### config.mk
export PLATFORM = sky130hd
export DESIGN_NAME = vsf_fifo
export DESIGN_NICKNAME = d
export VERILOG_FILES = /design/src/hw/rtl/vsf_fifo.sv
export SDC_FILE = /design/constraint.sdc
export NUM_CORES = 1
export LEC_CHECK = 0
export BUFFER_PORTS_ARGS = -buffer_cell sky130_fd_sc_hd__buf_4
export CAP_MARGIN = 20
export CORE_ASPECT_RATIO = 1.2
export CORE_MARGIN = 5
export CORE_UTILIZATION = 40
export DETAILED_ROUTE_END_ITERATION = 10
export PLACE_DENSITY = 0.71
export SLEW_MARGIN = 5
export SYNTH_ARGS = -nofsm -noshare
export SYNTH_HDL_FRONTEND = slang
export SYNTH_SLANG_ARGS = --single-unit
### constraint.sdc
create_clock -name clk_i -period 1.94 [get_ports clk_i]
set_input_delay 0.097 -clock clk_i [delete_from_list [all_inputs] [get_ports clk_i]]
set_output_delay 0.097 -clock clk_i [all_outputs]
set_load 0.005 [all_outputs]
### src/hw/rtl/vsf_fifo.sv
// Small first-word-fall-through queue built from registers.
// Depends on nothing; used between the front and back parts and on the result side.
`default_nettype none

module vsf_fifo #(
  parameter int unsigned Width = 8,
  parameter int unsigned Depth = 4
) (
  input  logic                       clk_i,
  input  logic                       rst_ni,
  input  logic                       push_i,
  input  logic [Width-1:0]           data_i,
  input  logic                       pop_i,
  output logic [Width-1:0]           data_o,
  output logic                       full_o,
  output logic                       empty_o,
  output logic [$clog2(Depth+1)-1:0] count_o
);

  localparam int unsigned PtrWidth = (Depth > 1) ? $clog2(Depth) : 1;
  localparam int unsigned CntWidth = $clog2(Depth + 1);

  logic [Width-1:0]    mem_q [Depth];
  logic [PtrWidth-1:0] wr_ptr_q, wr_ptr_d;
  logic [PtrWidth-1:0] rd_ptr_q, rd_ptr_d;
  logic [CntWidth-1:0] count_q, count_d;
  logic                do_push, do_pop;

  assign full_o  = (count_q == CntWidth'(Depth));
  assign empty_o = (count_q == '0);
  assign count_o = count_q;
  assign data_o  = mem_q[rd_ptr_q];
  assign do_push = push_i && !full_o;
  assign do_pop  = pop_i && !empty_o;

  always_comb begin
    wr_ptr_d = wr_ptr_q;
    rd_ptr_d = rd_ptr_q;
    count_d  = count_q;
    if (do_push) begin
      wr_ptr_d = (wr_ptr_q == PtrWidth'(Depth - 1)) ? '0 : wr_ptr_q + PtrWidth'(1);
    end
    if (do_pop) begin
      rd_ptr_d = (rd_ptr_q == PtrWidth'(Depth - 1)) ? '0 : rd_ptr_q + PtrWidth'(1);
    end
    if (do_push && !do_pop) begin
      count_d = count_q + CntWidth'(1);
    end else if (do_pop && !do_push) begin
      count_d = count_q - CntWidth'(1);
    end
  end

  always_ff @(posedge clk_i or negedge rst_ni) begin
    if (!rst_ni) begin
      wr_ptr_q <= '0;
      rd_ptr_q <= '0;
      count_q  <= '0;
    end else begin
      wr_ptr_q <= wr_ptr_d;
      rd_ptr_q <= rd_ptr_d;
      count_q  <= count_d;
    end
  end

  always_ff @(posedge clk_i) begin
    if (do_push) begin
      mem_q[wr_ptr_q] <= data_i;
    end
  end

endmodule

`default_nettype wire

==> flow_summary_export.csv <==
group,metric,value,unit
floorplan,design.core.area,3941,um^2
timing,slew_viol_final,0,
pwr,ir_drop,0.9211,mV
hold_path,holdPathStages,1,
hold_path,min_to,"mem_q[1][2]$_DFFE_PP_",
hold_path,hold_start,"data_i[2]",
layout,stdcell_count,177,
yosys,synth_top_family_by_area,"multiplexers",
detailed_routing,drc,0,
pwr,p_sw_frac,0.2821,
timing,fmax,528.0,MHz
layout,antenna_cells,0,
placed_design,gp_congestion,0.6828,
layout,fin_area,2122,um^2
layout,seqCellArea,1141,um^2
yosys,synthesis.instances,79,
layout,final_nets,141,
layout,drive_gt1_frac,0.5691,
timing,tns,0,ps
worst_setup_path,critPathRequiredTime,2110,ps
timing,finalWorstSetupSlack,46.03,ps
pwr,pwr-share-comb,0.368,
global_route,grt_antenna_before_repair,0,
detailed_routing,drt_iter0_markers,42,
pwr,intPower,2.270,mW
layout,fillers,344,
timing,tightest_slew,457.6,ps
global_route,met2_usage,0.1977,
yosys,synth_fa_ha_area_frac,0.05869,
layout,multi_input_area,479.2,um^2
placed_design,hpwl,1.864,mm
global_route,use_met3,0.04789,
pwr,p_leak,0.8147,nW
placed_design,io_buffers,24,
detailed_routing,wl,2.784,mm
yosys,synth_compound_area_frac,0,
layout,final_core_util,0.5384,
yosys,ys_seq_area_frac,0.7012,
global_route,grt_pass1_wl,4.450,mm
clock_network,h-tree-depth,2,
timing,post-route-min-period,1894,ps
clock_network,clk_pin_slew,70,ps
pwr,finalPower,3.162,mW
floorplan,initial_core_util,0.4111,
detailed_routing,route.detailed.wl_per_inst,15.73,um
yosys,yosys_warnings,0,
global_route,grt_max_degree,13,
floorplan,dieArea,5429,um^2
detailed_routing,dr.pass1.iters,4,
yosys,synthXorXnorAreaFrac,0.01622,
yosys,avgSynthCellArea,20.51,um^2
yosys,netlist_area,1620,um^2
detailed_routing,detail-route-antenna-nets,0,
timing,setup_viol,0,
worst_setup_path,end_kind,"register",
detailed_routing,avgViaCountPerCell,4.751,
clock_network,cts_buffers,5,
worst_setup_path,max_stage_delay,450,ps
pwr,pwr-share-seq,0.428,
timing,timing.hold.ws,6.243,ps
clock_network,tritoncts,"built",
floorplan,die_w,68.10,um
worst_setup_path,r2r_start,"count_o[1]$_DFFE_PN0P_",
worst_setup_path,setup.reg_to_reg.worst_slack,50,ps
pwr,power.switching,0.8919,mW
clock_network,clk_path_buf_depth,2,
worst_setup_path,r2r_end,"count_o[1]$_DFFE_PN0P_",
yosys,synth_cell_type_count,19,
layout,area_growth,30.97,%
timing,rsz0062_at_grt,"yes",
global_route,track_usage,0.1172,
floorplan,die_y,79.72,um
timing,period_share,0.9763,
flow_run,cap_violations,0,
floorplan,pin_count,25,
yosys,synth_seq_cells,39,
placed_design,dp_slack,-123.1,ps
clock_network,cts_num_sinks,39,
hold_path,hp-class,"input pin to register",
worst_setup_path,worst_setup_path_start_kind,"register",
clock_network,cts_root_buf,"clkbuf_8",
outcome,outcome,"complete, no violations",
floorplan,placementRows,25,
global_route,use_met1,0.1218,
global_route,grt_overflow,0,
global_route,busiest_layer,"met2",
worst_setup_path,path_cells,"buf_12 -> nor3b_4 -> nor2b_2 -> ha_4 -> inv_2 -> fa_2 -> mux2_2",
worst_setup_path,path_max_fanout,2,
yosys,synth.area.mux_share,0.1506,
worst_setup_path,timing.critical_path.slowest_stage_cell,"dfrtp_2",
pwr,p_per_area,1490,nW/um^2
worst_setup_path,worstSetupPathType,"register to register",
detailed_routing,vias,841,
timing,slew_headroom,0.6950,
placed_design,place_inst,156,
global_route,grt_pass1_vias,956,
timing,fin_skew,4.519,ps
timing,hold_viol_final,0,
placed_design,place_area,1868,um^2
yosys,synth_nets,98,
yosys,synth-simple-area-share,0.05405,
clock_network,worstSkewPairLatency,290,ps
pwr,clockPowerShare,0.204,
worst_setup_path,arrival,2070,ps
worst_setup_path,reg2reg_depth,7,
==> registers in the layout (all words and copies together) (netlist names) <==
name,cells
wr_ptr_q,2
count_o,3
rd_ptr_q,2
mem_q,32
==> power groups by stage <==
stage / clock network (mW) / logic [mW] / registers (mW)
after CTS: 0.663 / 1.14 / 1.36
after global placement: 0 / 0.963 / 1.35
after detailed placement: 0 / 0.991 / 1.37
final: 0.645 / 1.16 / 1.35
after global routing: 0.699 / 1.28 / 1.40
after floorplan: 0 / 0.673 / 1.26
==> per-layer routing <==
layer | share of wire | wire length (um)
met5 | 0 | 0
met3 | 0.072 | 201
met2 | 0.54 | 1511
met4 | 0.024 | 67
met1 | 0.36 | 1004
==> cell families after synthesis <==
group,after synthesis
xor gates and xnor gates,3
adders and majority gates,7
buffers and inverters,6
DFF,39
muxes,13
and+or+nand+nor,11
==> layout by cell type (no fill, tap or decap), types with 2 or more instances in the layout <==
cell	count
dfrtp_1	3
mux2_4	2
buf_4	34
inv_1	2
clkbuf_8	5
dlygate4sd3_1	4
mux4_2	8
and2_2	4
dfrtp_2	4
edfxtp_1	32
nor2_1	3
mux2_2	3
xor2_1	2
ha_1	5
==> how the worst max path moves through the flow <==
| stage | start | to | slack (ps) | cells past startpoint |
|---|---|---|---|---|
| detailed placement | count_o[1]$_DFFE_PN0P_ | count_o[2]$_DFFE_PN0P_ | -120 | 8 |
| global placement | count_o[1]$_DFFE_PN0P_ | count_o[2]$_DFFE_PN0P_ | 60 | 8 |
| finish | count_o[1]$_DFFE_PN0P_ | count_o[1]$_DFFE_PN0P_ | 50 | 7 |
| global route | count_o[1]$_DFFE_PN0P_ | count_o[1]$_DFFE_PN0P_ | -20 | 7 |
| floorplan | count_o[1]$_DFFE_PN0P_ | count_o[1]$_DFFE_PN0P_ | 30 | 7 |
| CTS | count_o[2]$_DFFE_PN0P_ | count_o[2]$_DFFE_PN0P_ | 5 | 8 |
==> cell type report <==
| cell class | instances | share of cell area |
|---|---|---|
| Sequential cell | 39 | 0.5377 |
| Multi-Input combinational cell | 34 | 0.2258 |
| Timing Repair Buffer | 39 | 0.1486 |
| Clock buffer | 5 | 0.03243 |
| Tap cell | 54 | 0.03184 |
| Clock inverter | 3 | 0.01828 |
| Inverter | 3 | 0.005307 |
==> critical path: cells and delay by family, from the launching register on <==
kind | cells | cell delay (ps)
simple gates | 2 | 300
buf+inv | 2 | 190
mux | 1 | 260
fa+ha+maj | 2 | 580
flops | 1 | 450
==> repair_timing <==
item | CTS | global route
pin swaps | 3 | 5
endpoints found under the setup margin | 2 | 10
setup buffers | 7 | 2
hold endpoints to repair | 7 | 12
resized for setup | 5 | 4
hold buffers | 1 | 3
cloned | 0 | 0
==> cell usage after synthesis <==
cell / n / area, um^2
dfrtp_1: 7 / 175.2
mux2_2: 3 / 33.78
inv_1: 3 / 11.26
buf_6: 1 / 11.26
ha_1: 6 / 75.07
fa_1: 1 / 20.02
nor3_1: 1 / 5.000
buf_1: 1 / 3.750
nand2b_4: 1 / 13.76
nor2_1: 3 / 11.26
xnor2_1: 1 / 8.760
and2_2: 4 / 30.03
mux4_2: 8 / 180.2
xor2_1: 2 / 17.52
nor3b_4: 1 / 18.77
buf_2: 1 / 5.000
mux2_4: 2 / 30.03
edfxtp_1: 32 / 960.9
nor2b_2: 1 / 8.760
(Power assumes the default switching activity.)
