--- src/hw/rtl/vsf_pkg.sv ---
// Package for the volume shift block: payload structs, register and operation codes,
// and the helper functions that derive store geometry from the largest dimension.
// No dependencies.
`default_nettype none

package vsf_pkg;

  localparam int unsigned DataWidth     = 32;
  localparam int unsigned SizeWidth     = 6;
  localparam int unsigned ShiftWidth    = 7;
  localparam int unsigned PosWidth      = SizeWidth + 2;
  localparam int unsigned SizeMax       = (2 ** SizeWidth) - 1;
  localparam int unsigned DimMaxDefault = 32;
  localparam int unsigned CfgIdxWidth   = 3;
  localparam int unsigned CfgDataWidth  = 32;
  localparam int unsigned MidDepth      = 4;
  localparam int unsigned OutDepth      = 8;
  localparam int unsigned SettleCycles  = 2;

  typedef enum logic [CfgIdxWidth-1:0] {
    REG_SIZE_X    = 3'd0,
    REG_SIZE_Y    = 3'd1,
    REG_SIZE_Z    = 3'd2,
    REG_SHIFT_X   = 3'd3,
    REG_SHIFT_Y   = 3'd4,
    REG_SHIFT_Z   = 3'd5,
    REG_FILL_WORD = 3'd6
  } cfg_reg_e;

  typedef enum logic {
    REQ_LOAD = 1'b0,
    REQ_EMIT = 1'b1
  } req_e;

  typedef enum logic [1:0] {
    OP_WRITE = 2'd0,
    OP_READ  = 2'd1,
    OP_MASK  = 2'd2
  } op_e;

  typedef struct packed {
    logic                 req_type;
    logic [DataWidth-1:0] voxel_in;
  } in_t;

  typedef struct packed {
    logic [DataWidth-1:0] voxel_out;
    logic                 last_voxel;
  } out_t;

  // Effective geometry as seen by the datapath: sizes are already clamped.
  typedef struct packed {
    logic        [SizeWidth-1:0]  size_x;
    logic        [SizeWidth-1:0]  size_y;
    logic        [SizeWidth-1:0]  size_z;
    logic signed [ShiftWidth-1:0] shift_x;
    logic signed [ShiftWidth-1:0] shift_y;
    logic signed [ShiftWidth-1:0] shift_z;
    logic        [DataWidth-1:0]  fill_word;
  } cfg_t;

  function automatic int unsigned eff_max(int unsigned dim_max);
    return (dim_max < SizeMax) ? dim_max : SizeMax;
  endfunction

  function automatic int unsigned store_depth(int unsigned dim_max);
    return eff_max(dim_max) * eff_max(dim_max) * eff_max(dim_max);
  endfunction

  function automatic int unsigned coord_width(int unsigned dim_max);
    return $clog2(eff_max(dim_max));
  endfunction

  function automatic int unsigned addr_width(int unsigned dim_max);
    return $clog2(store_depth(dim_max));
  endfunction

  function automatic int unsigned count_width(int unsigned dim_max);
    return $clog2(store_depth(dim_max) + 1);
  endfunction

  function automatic int unsigned op_width(int unsigned dim_max);
    return 2 + addr_width(dim_max) + 3 * coord_width(dim_max) + DataWidth + 1;
  endfunction

endpackage

`default_nettype wire

--- src/hw/rtl/vsf_front.sv ---
// Front part: classifies each accepted item, keeps the load count and the emit position,
// and issues store writes, store reads or fill operations. Depends on vsf_pkg.
`default_nettype none

module vsf_front #(
  parameter int unsigned DimMax = vsf_pkg::DimMaxDefault
) (
  input  logic                                       clk_i,
  input  logic                                       rst_ni,
  input  vsf_pkg::cfg_t                              cfg_i,
  input  logic [vsf_pkg::count_width(DimMax)-1:0]    total_i,
  input  logic                                       valid_i,
  input  vsf_pkg::in_t                               item_i,
  output logic                                       op_valid_o,
  output logic [vsf_pkg::op_width(DimMax)-1:0]       op_o
);

  localparam int unsigned CoordWidth = vsf_pkg::coord_width(DimMax);
  localparam int unsigned AddrWidth  = vsf_pkg::addr_width(DimMax);
  localparam int unsigned CountWidth = vsf_pkg::count_width(DimMax);
  localparam int unsigned SizeWidth  = vsf_pkg::SizeWidth;
  localparam int unsigned PosWidth   = vsf_pkg::PosWidth;

  typedef struct packed {
    vsf_pkg::op_e                   kind;
    logic [AddrWidth-1:0]           waddr;
    logic [CoordWidth-1:0]          px;
    logic [CoordWidth-1:0]          py;
    logic [CoordWidth-1:0]          pz;
    logic [vsf_pkg::DataWidth-1:0]  data;
    logic                           last;
  } op_t;

  logic [CountWidth-1:0] load_count_q, load_count_d;
  logic [CoordWidth-1:0] emit_x_q, emit_x_d;
  logic [CoordWidth-1:0] emit_y_q, emit_y_d;
  logic [CoordWidth-1:0] emit_z_q, emit_z_d;

  logic                       loaded, is_emit, wrap;
  logic [SizeWidth-1:0]       cur_x, cur_y, cur_z;
  logic [SizeWidth-1:0]       inc_x, inc_y, inc_z;
  logic signed [PosWidth-1:0] px_s, py_s, pz_s;
  logic                       in_vol;
  op_t                        op;

  assign loaded  = (load_count_q >= total_i);
  assign is_emit = (vsf_pkg::req_e'(item_i.req_type) == vsf_pkg::REQ_EMIT);
  assign wrap    = (SizeWidth'(emit_x_q) >= cfg_i.size_x) ||
                   (SizeWidth'(emit_y_q) >= cfg_i.size_y) ||
                   (SizeWidth'(emit_z_q) >= cfg_i.size_z);

  always_comb begin
    cur_x = wrap ? '0 : SizeWidth'(emit_x_q);
    cur_y = wrap ? '0 : SizeWidth'(emit_y_q);
    cur_z = wrap ? '0 : SizeWidth'(emit_z_q);
    inc_x = cur_x + SizeWidth'(1);
    inc_y = cur_y + SizeWidth'(1);
    inc_z = cur_z + SizeWidth'(1);

    px_s = $signed({2'b00, cur_x}) - PosWidth'($signed(cfg_i.shift_x));
    py_s = $signed({2'b00, cur_y}) - PosWidth'($signed(cfg_i.shift_y));
    pz_s = $signed({2'b00, cur_z}) - PosWidth'($signed(cfg_i.shift_z));
    in_vol = (px_s >= 0) && (px_s < $signed({2'b00, cfg_i.size_x})) &&
             (py_s >= 0) && (py_s < $signed({2'b00, cfg_i.size_y})) &&
             (pz_s >= 0) && (pz_s < $signed({2'b00, cfg_i.size_z}));

    op.kind  = is_emit ? (in_vol ? vsf_pkg::OP_READ : vsf_pkg::OP_MASK) : vsf_pkg::OP_WRITE;
    op.waddr = load_count_q[AddrWidth-1:0];
    op.px    = px_s[CoordWidth-1:0];
    op.py    = py_s[CoordWidth-1:0];
    op.pz    = pz_s[CoordWidth-1:0];
    op.data  = is_emit ? cfg_i.fill_word : item_i.voxel_in;
    op.last  = (cur_x == cfg_i.size_x - SizeWidth'(1)) &&
               (cur_y == cfg_i.size_y - SizeWidth'(1)) &&
               (cur_z == cfg_i.size_z - SizeWidth'(1));

    load_count_d = load_count_q;
    emit_x_d     = emit_x_q;
    emit_y_d     = emit_y_q;
    emit_z_d     = emit_z_q;
    if (valid_i && !is_emit && !loaded) begin
      load_count_d = load_count_q + CountWidth'(1);
    end
    if (valid_i && is_emit && loaded) begin
      emit_x_d = '0;
      emit_y_d = cur_y[CoordWidth-1:0];
      emit_z_d = cur_z[CoordWidth-1:0];
      if (inc_x < cfg_i.size_x) begin
        emit_x_d = inc_x[CoordWidth-1:0];
      end else if (inc_y < cfg_i.size_y) begin
        emit_y_d = inc_y[CoordWidth-1:0];
      end else begin
        emit_y_d = '0;
        emit_z_d = (inc_z < cfg_i.size_z) ? inc_z[CoordWidth-1:0] : '0;
      end
    end
  end

  assign op_valid_o = valid_i && (is_emit ? loaded : !loaded);
  assign op_o       = op;

  always_ff @(posedge clk_i or negedge rst_ni) begin
    if (!rst_ni) begin
      load_count_q <= '0;
      emit_x_q     <= '0;
      emit_y_q     <= '0;
      emit_z_q     <= '0;
    end else begin
      load_count_q <= load_count_d;
      emit_x_q     <= emit_x_d;
      emit_y_q     <= emit_y_d;
      emit_z_q     <= emit_z_d;
    end
  end

endmodule

`default_nettype wire

--- config.mk ---
export PLATFORM = sky130hd
export DESIGN_NAME = vsf_front
export DESIGN_NICKNAME = d
export VERILOG_FILES = /design/src/hw/rtl/vsf_pkg.sv /design/src/hw/rtl/vsf_front.sv
export SDC_FILE = /design/constraint.sdc
export NUM_CORES = 1
export LEC_CHECK = 0
export ABC_AREA = 1
export BUFFER_PORTS_ARGS = -buffer_cell sky130_fd_sc_hd__buf_4
export CAP_MARGIN = 20
export CELL_PAD_IN_SITES_DETAIL_PLACEMENT = 2
export CELL_PAD_IN_SITES_GLOBAL_PLACEMENT = 2
export CORE_MARGIN = 4
export CORE_UTILIZATION = 28
export CTS_CLUSTER_SIZE = 16
export DETAILED_ROUTE_END_ITERATION = 16
export PLACE_DENSITY_LB_ADDON = 0.1
export SETUP_SLACK_MARGIN = 0.5
export SLEW_MARGIN = 20
export SYNTH_ARGS = -nofsm -noshare
export SYNTH_HDL_FRONTEND = slang
export SYNTH_SLANG_ARGS = --single-unit
--- constraint.sdc ---
create_clock -name clk_i -period 6.8 [get_ports clk_i]
set_input_delay 0.34 -clock clk_i [delete_from_list [all_inputs] [get_ports clk_i]]
set_output_delay 0.34 -clock clk_i [all_outputs]
set_load 0.1 [all_outputs]
==> flow_summary.json, run 1 <==
{
  "die_area_um2": 20800,
  "power_density_nw_per_um2": 382,
  "globalRouteOverflowTotal": 0,
  "die_height_um": 144,
  "layout_worst_path_cycle_share_pct": 74.0,
  "port_buffers": 188,
  "postSynth.asyncResetShare_pct": 100,
  "netlist_instances": 846,
  "wirelength_mm": 20.1,
  "violated_checks": "negative hold slack",
  "grt_pass1_wl_mm": 31.9,
  "max_freq_mhz": 199,
  "number_of_synthesized_flops_with_an_enable_pin": 0,
  "worst_setup_path_end_kind": "primary output",
  "antenna_found_initial": 0,
  "max_buffers_root_to_sink": 2,
  "synth.area.top_cells": "sky130_fd_sc_hd__nand2_1, sky130_fd_sc_hd__ha_1, sky130_fd_sc_hd__dfrtp_1",
  "critPathMostFrequentCell": "sky130_fd_sc_hd__nand2_1",
  "cts.repair_timing.setup_buffer_count": 0,
  "yosys_register_bits": 31,
  "path_clk_slew_ns": 0.06,
  "slew_headroom_pct": 57.5,
  "detailed_router_iteration_count_before_antenna_repair": 4,
  "setup.worst_path.start_class": "flop",
  "detail_route.drc_violations": 0,
  "post_synth.cell_area_avg_um2": 6.15,
  "timing_max_transition_violations_final": 0,
  "finalWeightedCongestion": 0.835,
  "power_leakage_uw": 0.00412,
  "via_to_cell_ratio": 4.72,
  "clock-root-buffer": "sky130_fd_sc_hd__clkbuf_16",
  "critPathRequiredTime_ns": 6.46,
  "design.core.area_um2": 18100,
  "layout_commonest_cell": "sky130_fd_sc_hd__nand2_1",
  "postCtsResizedCells": 0,
  "timing_worst_slew_pin_value_ns": 0.635,
  "finalWorstPathRequiredPeriod_ns": 5.03,
  "total_via_count_after_detailed_routing": 5882,
  "io_pins": 189,
  "timing_worst_setup_path_type": "reg2out",
  "crit_chain": "inv_1 > ha_1 > inv_1 > nand2_1 > nand2_1 > nand2_1 > nand2_1 > nand3_1 > nor2_4 > nand2_1 > inv_1 > ha_1 > a21oi_1 > a21boi_0 > xor2_1 > inv_1 > ha_1 > a2111oi_0 > nand3_1 > nor2_1 > nand2_1 > nor2_1 > buf_4",
  "peakVddDrop_v": 0.000133,
  "via_count_of_the_first_global_routing_pass": 6265,
  "wl_per_cell_um": 16.1,
  "detail_route.iter0.violations": 152,
  "count_of_nets_left_with_antenna_violations_after_detail_routing": 0,
  "critPathSlowestCell": "sky130_fd_sc_hd__a21boi_0",
  "final.setup_skew_ns": 0.00873,
  "grt.total_usage_pct": 19.2,
  "status": "finished with violations",
  "cts_hold_repair_buffers": 0,
  "worstPathArrival_ns": 4.69,
  "mostFrequentLayoutCells": "sky130_fd_sc_hd__nand2_1, sky130_fd_sc_hd__buf_4, sky130_fd_sc_hd__inv_1",
  "syn_area_um2": 5200,
  "antenna_cell_count": 0,
  "cp_max_fo": 16,
  "clock-sinks": 31,
  "final_design_utilization_pct": 38.2,
  "tritoncts": "done",
  "synth_top_flop_cell": "sky130_fd_sc_hd__dfrtp_1",
  "ys_warn_count": 0,
  "report.final.hold_viol_count": 2,
  "post_synth_num_cell_types": 37,
  "mappedNetlistNets": 1058,
  "setup_repair_after_global_routing_missed_its_margin": "no",
  "nets": 1227,
  "dpl.hpwl_mm": 17.4,
  "cts_inserted_buffers": 5,
  "layout-area-overhead-vs-synth_pct": 33.1,
  "critical-path-max-stage-delay_ns": 0.50,
  "seq_area_frac_synth_pct": 14.9,
  "number_of_maximum_capacitance_constraint_violations": 0,
  "synth_top_area_cell": "sky130_fd_sc_hd__nand2_1",
  "grt_start_max_net_pins": 35,
  "dieWidth_um": 144,
  "floorplan.initialDensity_pct": 28.7,
  "min_path_type": "in2async",
  "fin_worst_hold_slack_ns": -0.00241,
  "h_tree_level_count": 2,
  "fillerInstances": 2297,
  "number_of_placement_rows": 49,
  "worst_skew_pair.late_latency_ns": 0.29,
  "setup-violations-final": 0,
  "post-synth-top-area-fraction_pct": 21.0,
  "fin_setup_tns_ns": 0,
  "drive_above_1_share_pct": 21.3
}
[final cells by class]
class / instances / area [um^2] / area share [%]
tap: 229 / 287 / 4.14
timing repair buffer: 190 / 1430 / 20.6
sequential: 31 / 776 / 11.2
multi-input combinational: 635 / 3700 / 53.4
clock inverter: 3 / 43.8 / 0.632
clock buffer: 5 / 125 / 1.81
inverter: 152 / 571 / 8.24
[sequential cells by signal, indices dropped and copies added (netlist names)]
register and cells:
emit_z_q 5, emit_y_q 5, emit_x_q 5, load_count_q 16
[worst paths after layout]
path,startpoint,endpoint,depth (start not counted),slack [ns]
worst max-delay path,emit_x_q[0]$_DFFE_PN0P_,op_o[63],23,1.77
max in group asynchronous,rst_ni,emit_z_q[1]$_DFFE_PN0P_,1,6.47
worst max register to register,emit_x_q[0]$_DFFE_PN0P_,emit_y_q[2]$_DFFE_PN0P_,25,2.11
worst min register to register,emit_z_q[0]$_DFFE_PN0P_,emit_z_q[0]$_DFFE_PN0P_,2,0.52
worst min-delay path,rst_ni,load_count_q[4]$_DFFE_PN0P_,1,-0.002
min in group clk_i,emit_z_q[0]$_DFFE_PN0P_,emit_z_q[0]$_DFFE_PN0P_,2,0.52
[metal layers]
metal	track usage, %	routed length (um)
met5	0	0
met4	3.44	212
met3	4.37	1100
met1	23.1	8550
met2	35.1	10200
[cell usage after synthesis, drive strengths merged (9+ instances only)]
library cell	count
clkbuf	9
xor2	16
inv	149
nand4	12
dfrtp	31
buf	19
o21ai	46
nor2	53
xnor2	19
nand3	49
a21oi	32
nand2	295
ha	86
[power breakdown]
| part | switching [uW] | internal, uW | total (uW) |
|---|---|---|---|
| sequential | 102 | 242 | 345 |
| combinational | 1500 | 543 | 2040 |
| clock | 91.2 | 173 | 264 |
[cell families after synthesis]
logic type / share of synthesized area, %
and+or+nand+nor: 33.7
adders and majority gates: 21.8
buffers and inverters: 14.4
AOI/OAI and AO/OA: 9.30
xor gates and xnor gates: 5.89
DFF: 14.9
[critical path, delay by kind of cell, from the launching register on]
kind / cells / cell delay [ns]
and+or+nand+nor: 11 / 1.43
AOI/OAI and AO/OA: 3 / 0.92
buffers and inverters: 5 / 0.73
adders and majority gates: 3 / 0.72
DFF: 1 / 0.39
xor gates and xnor gates: 1 / 0.20
[per-stage QoR]
step                      area, um^2  setup WS, ns  hold slack (ns)  power (uW)  cells
final                           6930          1.77         -0.00241        2650   1245
after global routing            6930          1.24           0.0248        2870   1245
after CTS                       6930          1.62           0.0176        2690   1245
after detailed placement        6760          1.87            0.330        2410   1237
after global placement          6760          1.95            0.323        2370   1237
after floorplan                 5220         0.577           0.0444        1910    846
No activity file was read; power rests on OpenSTA's default activity.
==> run 2: changes to the inputs <==
Settings changed: ABC_AREA 1 to 0, CORE_UTILIZATION 28 to 25.
Clock period 6.8 ns to 4.1 ns, I/O delays scaled along.
==> run 2 against run 1 <==
- the run ends with negative setup slack left
- critical path type unchanged
- total power grew 46%
- flip-flop and latch count is the same
- critical path depth shrank 1
- routed wire length grew 6.5%
- largest cell class unchanged
- worst setup slack lost 2.5 ns
- combinational power grew 45%
- non-clock buffer count grew 117
- clock-buffer cell count grew 1
==> flow_summary.json, run 2 <==
{
  "synthMostInstantiatedCell": "sky130_fd_sc_hd__ha_1",
  "io_pins": 189,
  "timing_worst_slew_pin_value_ns": 0.723,
  "power_density_nw_per_um2": 466,
  "antenna_found_initial": 0,
  "worst_skew_pair.late_latency_ns": 0.28,
  "detail_route.iter0.violations": 123,
  "ys_top_cells_by_count": "sky130_fd_sc_hd__ha_1, sky130_fd_sc_hd__inv_1, sky130_fd_sc_hd__nand2_1",
  "grt_start_max_net_pins": 37,
  "power_leakage_uw": 0.00412,
  "crit_chain": "ha_1 > nand2b_1 > o32a_1 > nand3_2 > nor3_2 > buf_4 > buf_6 > nand2_4 > ha_4 > fa_2 > clkinvlp_4 > ha_4 > a21boi_1 > o21a_1 > o21a_1 > o21ai_1 > nand2b_1 > a2111oi_4 > nand4_1 > buf_6 > and2_4 > buf_12",
  "max_freq_mhz": 205,
  "critical-path-max-stage-delay_ns": 0.54,
  "mostFrequentLayoutCells": "sky130_fd_sc_hd__buf_4, sky130_fd_sc_hd__inv_1, sky130_fd_sc_hd__ha_1",
  "layout-area-overhead-vs-synth_pct": 73.5,
  "worst_setup_path_end_kind": "primary output",
  "postSynth.asyncResetShare_pct": 100,
  "layout_commonest_cell": "sky130_fd_sc_hd__buf_4",
  "critPathRequiredTime_ns": 3.89,
  "post_synth_num_cell_types": 59,
  "cp_max_fo": 3,
  "synth_top_flop_cell": "sky130_fd_sc_hd__dfrtp_1",
  "min_path_type": "in2async",
  "via_count_of_the_first_global_routing_pass": 6216,
  "design.core.area_um2": 18800,
  "timing_max_transition_violations_final": 0,
  "critical_path.reg2reg.endpoint": "emit_z_q[1]$_DFFE_PN0P_",
  "antenna_cell_count": 0,
  "nets": 1079,
  "drive_above_1_share_pct": 53.1,
  "floorplan.initialDensity_pct": 25.5,
  "critPathSlowestCell": "sky130_fd_sc_hd__fa_2",
  "report.final.hold_viol_count": 0,
  "path_clk_slew_ns": 0.06,
  "total_via_count_after_detailed_routing": 5445,
  "clock-sinks": 31,
  "depth_of_the_worst_register_to_register_path": 21,
  "finalWorstPathRequiredPeriod_ns": 4.88,
  "syn_area_um2": 4780,
  "dpl.hpwl_mm": 17.4,
  "number_of_synthesized_flops_with_an_enable_pin": 0,
  "netlist_instances": 580,
  "number_of_maximum_capacitance_constraint_violations": 0,
  "cts_inserted_buffers": 5,
  "synth_top_area_cell": "sky130_fd_sc_hd__ha_1",
  "worst-r2r-setup-slack_ns": 0.27,
  "setup_repair_after_global_routing_missed_its_margin": "yes",
  "seq_area_frac_synth_pct": 16.2,
  "tritoncts": "done",
  "setup.worst_path.start_class": "flop",
  "final.setup_skew_ns": 0.00742,
  "ys_warn_count": 0,
  "port_buffers": 188,
  "globalRouteOverflowTotal": 0,
  "number_of_placement_rows": 50,
  "mappedNetlistNets": 792,
  "largest_register": "load_count_q",
  "grt_pass1_wl_mm": 32.3,
  "detail_route.drc_violations": 0,
  "post-place-ws_ns": -0.850,
  "wl_per_cell_um": 19.4,
  "reg2reg_from": "emit_x_q[4]$_DFFE_PN0P_",
  "peakVddDrop_v": 0.000240,
  "setup-violations-final": 3,
  "synth.area.top_cells": "sky130_fd_sc_hd__ha_1, sky130_fd_sc_hd__dfrtp_1, sky130_fd_sc_hd__mux2_2",
  "post_synth.cell_area_avg_um2": 8.24,
  "flip_flop_count_of_the_largest_register_all_copies_and_words_added": 16,
  "h_tree_level_count": 2,
  "status": "finished with violations",
  "timing_worst_setup_path_type": "reg2out",
  "via_to_cell_ratio": 4.94,
  "fillerInstances": 2034,
  "count_of_nets_left_with_antenna_violations_after_detail_routing": 0,
  "yosys_register_bits": 31,
  "violated_checks": "negative setup slack",
  "detailed_router_iteration_count_before_antenna_repair": 4,
  "post-synth-top-area-fraction_pct": 22.5,
  "dieWidth_um": 146,
  "totalPowerFinal_uw": 3860,
  "finalWeightedCongestion": 0.802,
  "timing.final.ws_setup_ns": -0.776,
  "layout_worst_path_cycle_share_pct": 119,
  "die_height_um": 146,
  "wirelength_mm": 21.4,
  "die_area_um2": 21400,
  "grt.total_usage_pct": 18.5,
  "worstPathArrival_ns": 4.67,
  "slew_headroom_pct": 51.5,
  "max_buffers_root_to_sink": 2,
  "clock-root-buffer": "sky130_fd_sc_hd__clkbuf_16"
}
-- run 2: cell types whose count changed after synthesis, moves of 10 or more --
| cell | previous run | this run |
|---|---|---|
| sky130_fd_sc_hd__nor2b_1 | 0 | 10 |
| sky130_fd_sc_hd__nand2b_1 | 0 | 15 |
| sky130_fd_sc_hd__o21a_1 | 1 | 11 |
| sky130_fd_sc_hd__inv_1 | 146 | 75 |
| sky130_fd_sc_hd__o21ai_0 | 43 | 25 |
| sky130_fd_sc_hd__mux2_2 | 0 | 33 |
| sky130_fd_sc_hd__nor2_1 | 47 | 27 |
| sky130_fd_sc_hd__nand3_1 | 47 | 18 |
| sky130_fd_sc_hd__nand2_1 | 291 | 39 |
-- run 2: area by class of cell --
type	count	area, um^2	share of cell area [%]
clock inverters	2	35.0	0.422
flip-flops and latches	31	777	9.36
clock buffers	6	139	1.67
well taps	234	293	3.53
repair buffers	307	2450	29.5
multi-input cells	446	4310	51.9
inverters	76	300	3.62
-- run 2: worst max-delay path, delay by kind of cell, from the launching register on --
family	cells	cell delay, ns
adder cells (fa/ha/maj)	4	1.22
AO/OA/AOI/OAI	6	1.11
buffers and inverters	5	0.71
flip-flops	1	0.42
AND/OR/NAND/NOR	7	0.93
-- run 2: routing by layer --
layer	wire (um)	vias to the layer above	GRT usage (%)
li1	-	2586	-
met1	8810	2685	22.5
met2	11200	157	34.1
met3	1120	17	3.45
met4	261	0	3.25
met5	0	-	0
-- run 2: worst max-delay path by stage --
| stage | slack [ns] | from | endpoint |
|---|---|---|---|
| after floorplan | -0.93 | emit_y_q[0]$_DFFE_PN0P_ | op_o[63] |
| final | -0.78 | emit_x_q[4]$_DFFE_PN0P_ | op_o[64] |
| after global routing | -1.10 | emit_x_q[4]$_DFFE_PN0P_ | op_o[64] |
| after CTS | -0.78 | emit_z_q[4]$_DFFE_PN0P_ | op_o[64] |
| after detailed placement | -0.85 | emit_z_q[0]$_DFFE_PN0P_ | op_o[64] |
| after global placement | -0.69 | emit_z_q[0]$_DFFE_PN0P_ | op_o[64] |
-- run 2: through the flow --
step / util, % / hold WS (ns) / instances / cell area, um^2 / TNS [ns]
3_5_place_dp: 38.4 / 0.188 / 1067 / 7200 / -2.04
5_1_grt: 44.2 / 0.465 / 1102 / 8300 / -2.41
4_1_cts: 41.0 / 0.450 / 1086 / 7700 / -1.58
3_3_place_gp: 38.4 / 0.188 / 1067 / 7200 / -1.35
6_report: 44.2 / 0.429 / 1102 / 8300 / -1.57
2_1_floorplan: - / -0.0906 / 580 / 4980 / -1.76
-- run 2: repair_timing --
item	in CTS	in global routing
gates resized for setup	52	107
hold buffers	1	0
setup endpoints to repair	25	27
setup buffers	10	16
hold endpoints to repair	31	0
pin swaps	23	55
-- run 2: cells by family (layout without fill, tap and decap cells) --
kind of cell | count (synthesis) | in the layout | synth area share [%]
buf+inv | 103 | 391 | 9.60
simple gates | 163 | 163 | 17.6
xor+xnor | 47 | 47 | 8.90
mux | 33 | 33 | 7.77
fa+ha+maj | 89 | 89 | 23.8
flops | 31 | 31 | 16.2
compound gates | 114 | 114 | 16.1
-- run 2: where the power goes --
| part | switching [uW] | internal, uW |
|---|---|---|
| registers | 82.9 | 369 |
| clock network | 147 | 302 |
| logic | 1830 | 1130 |
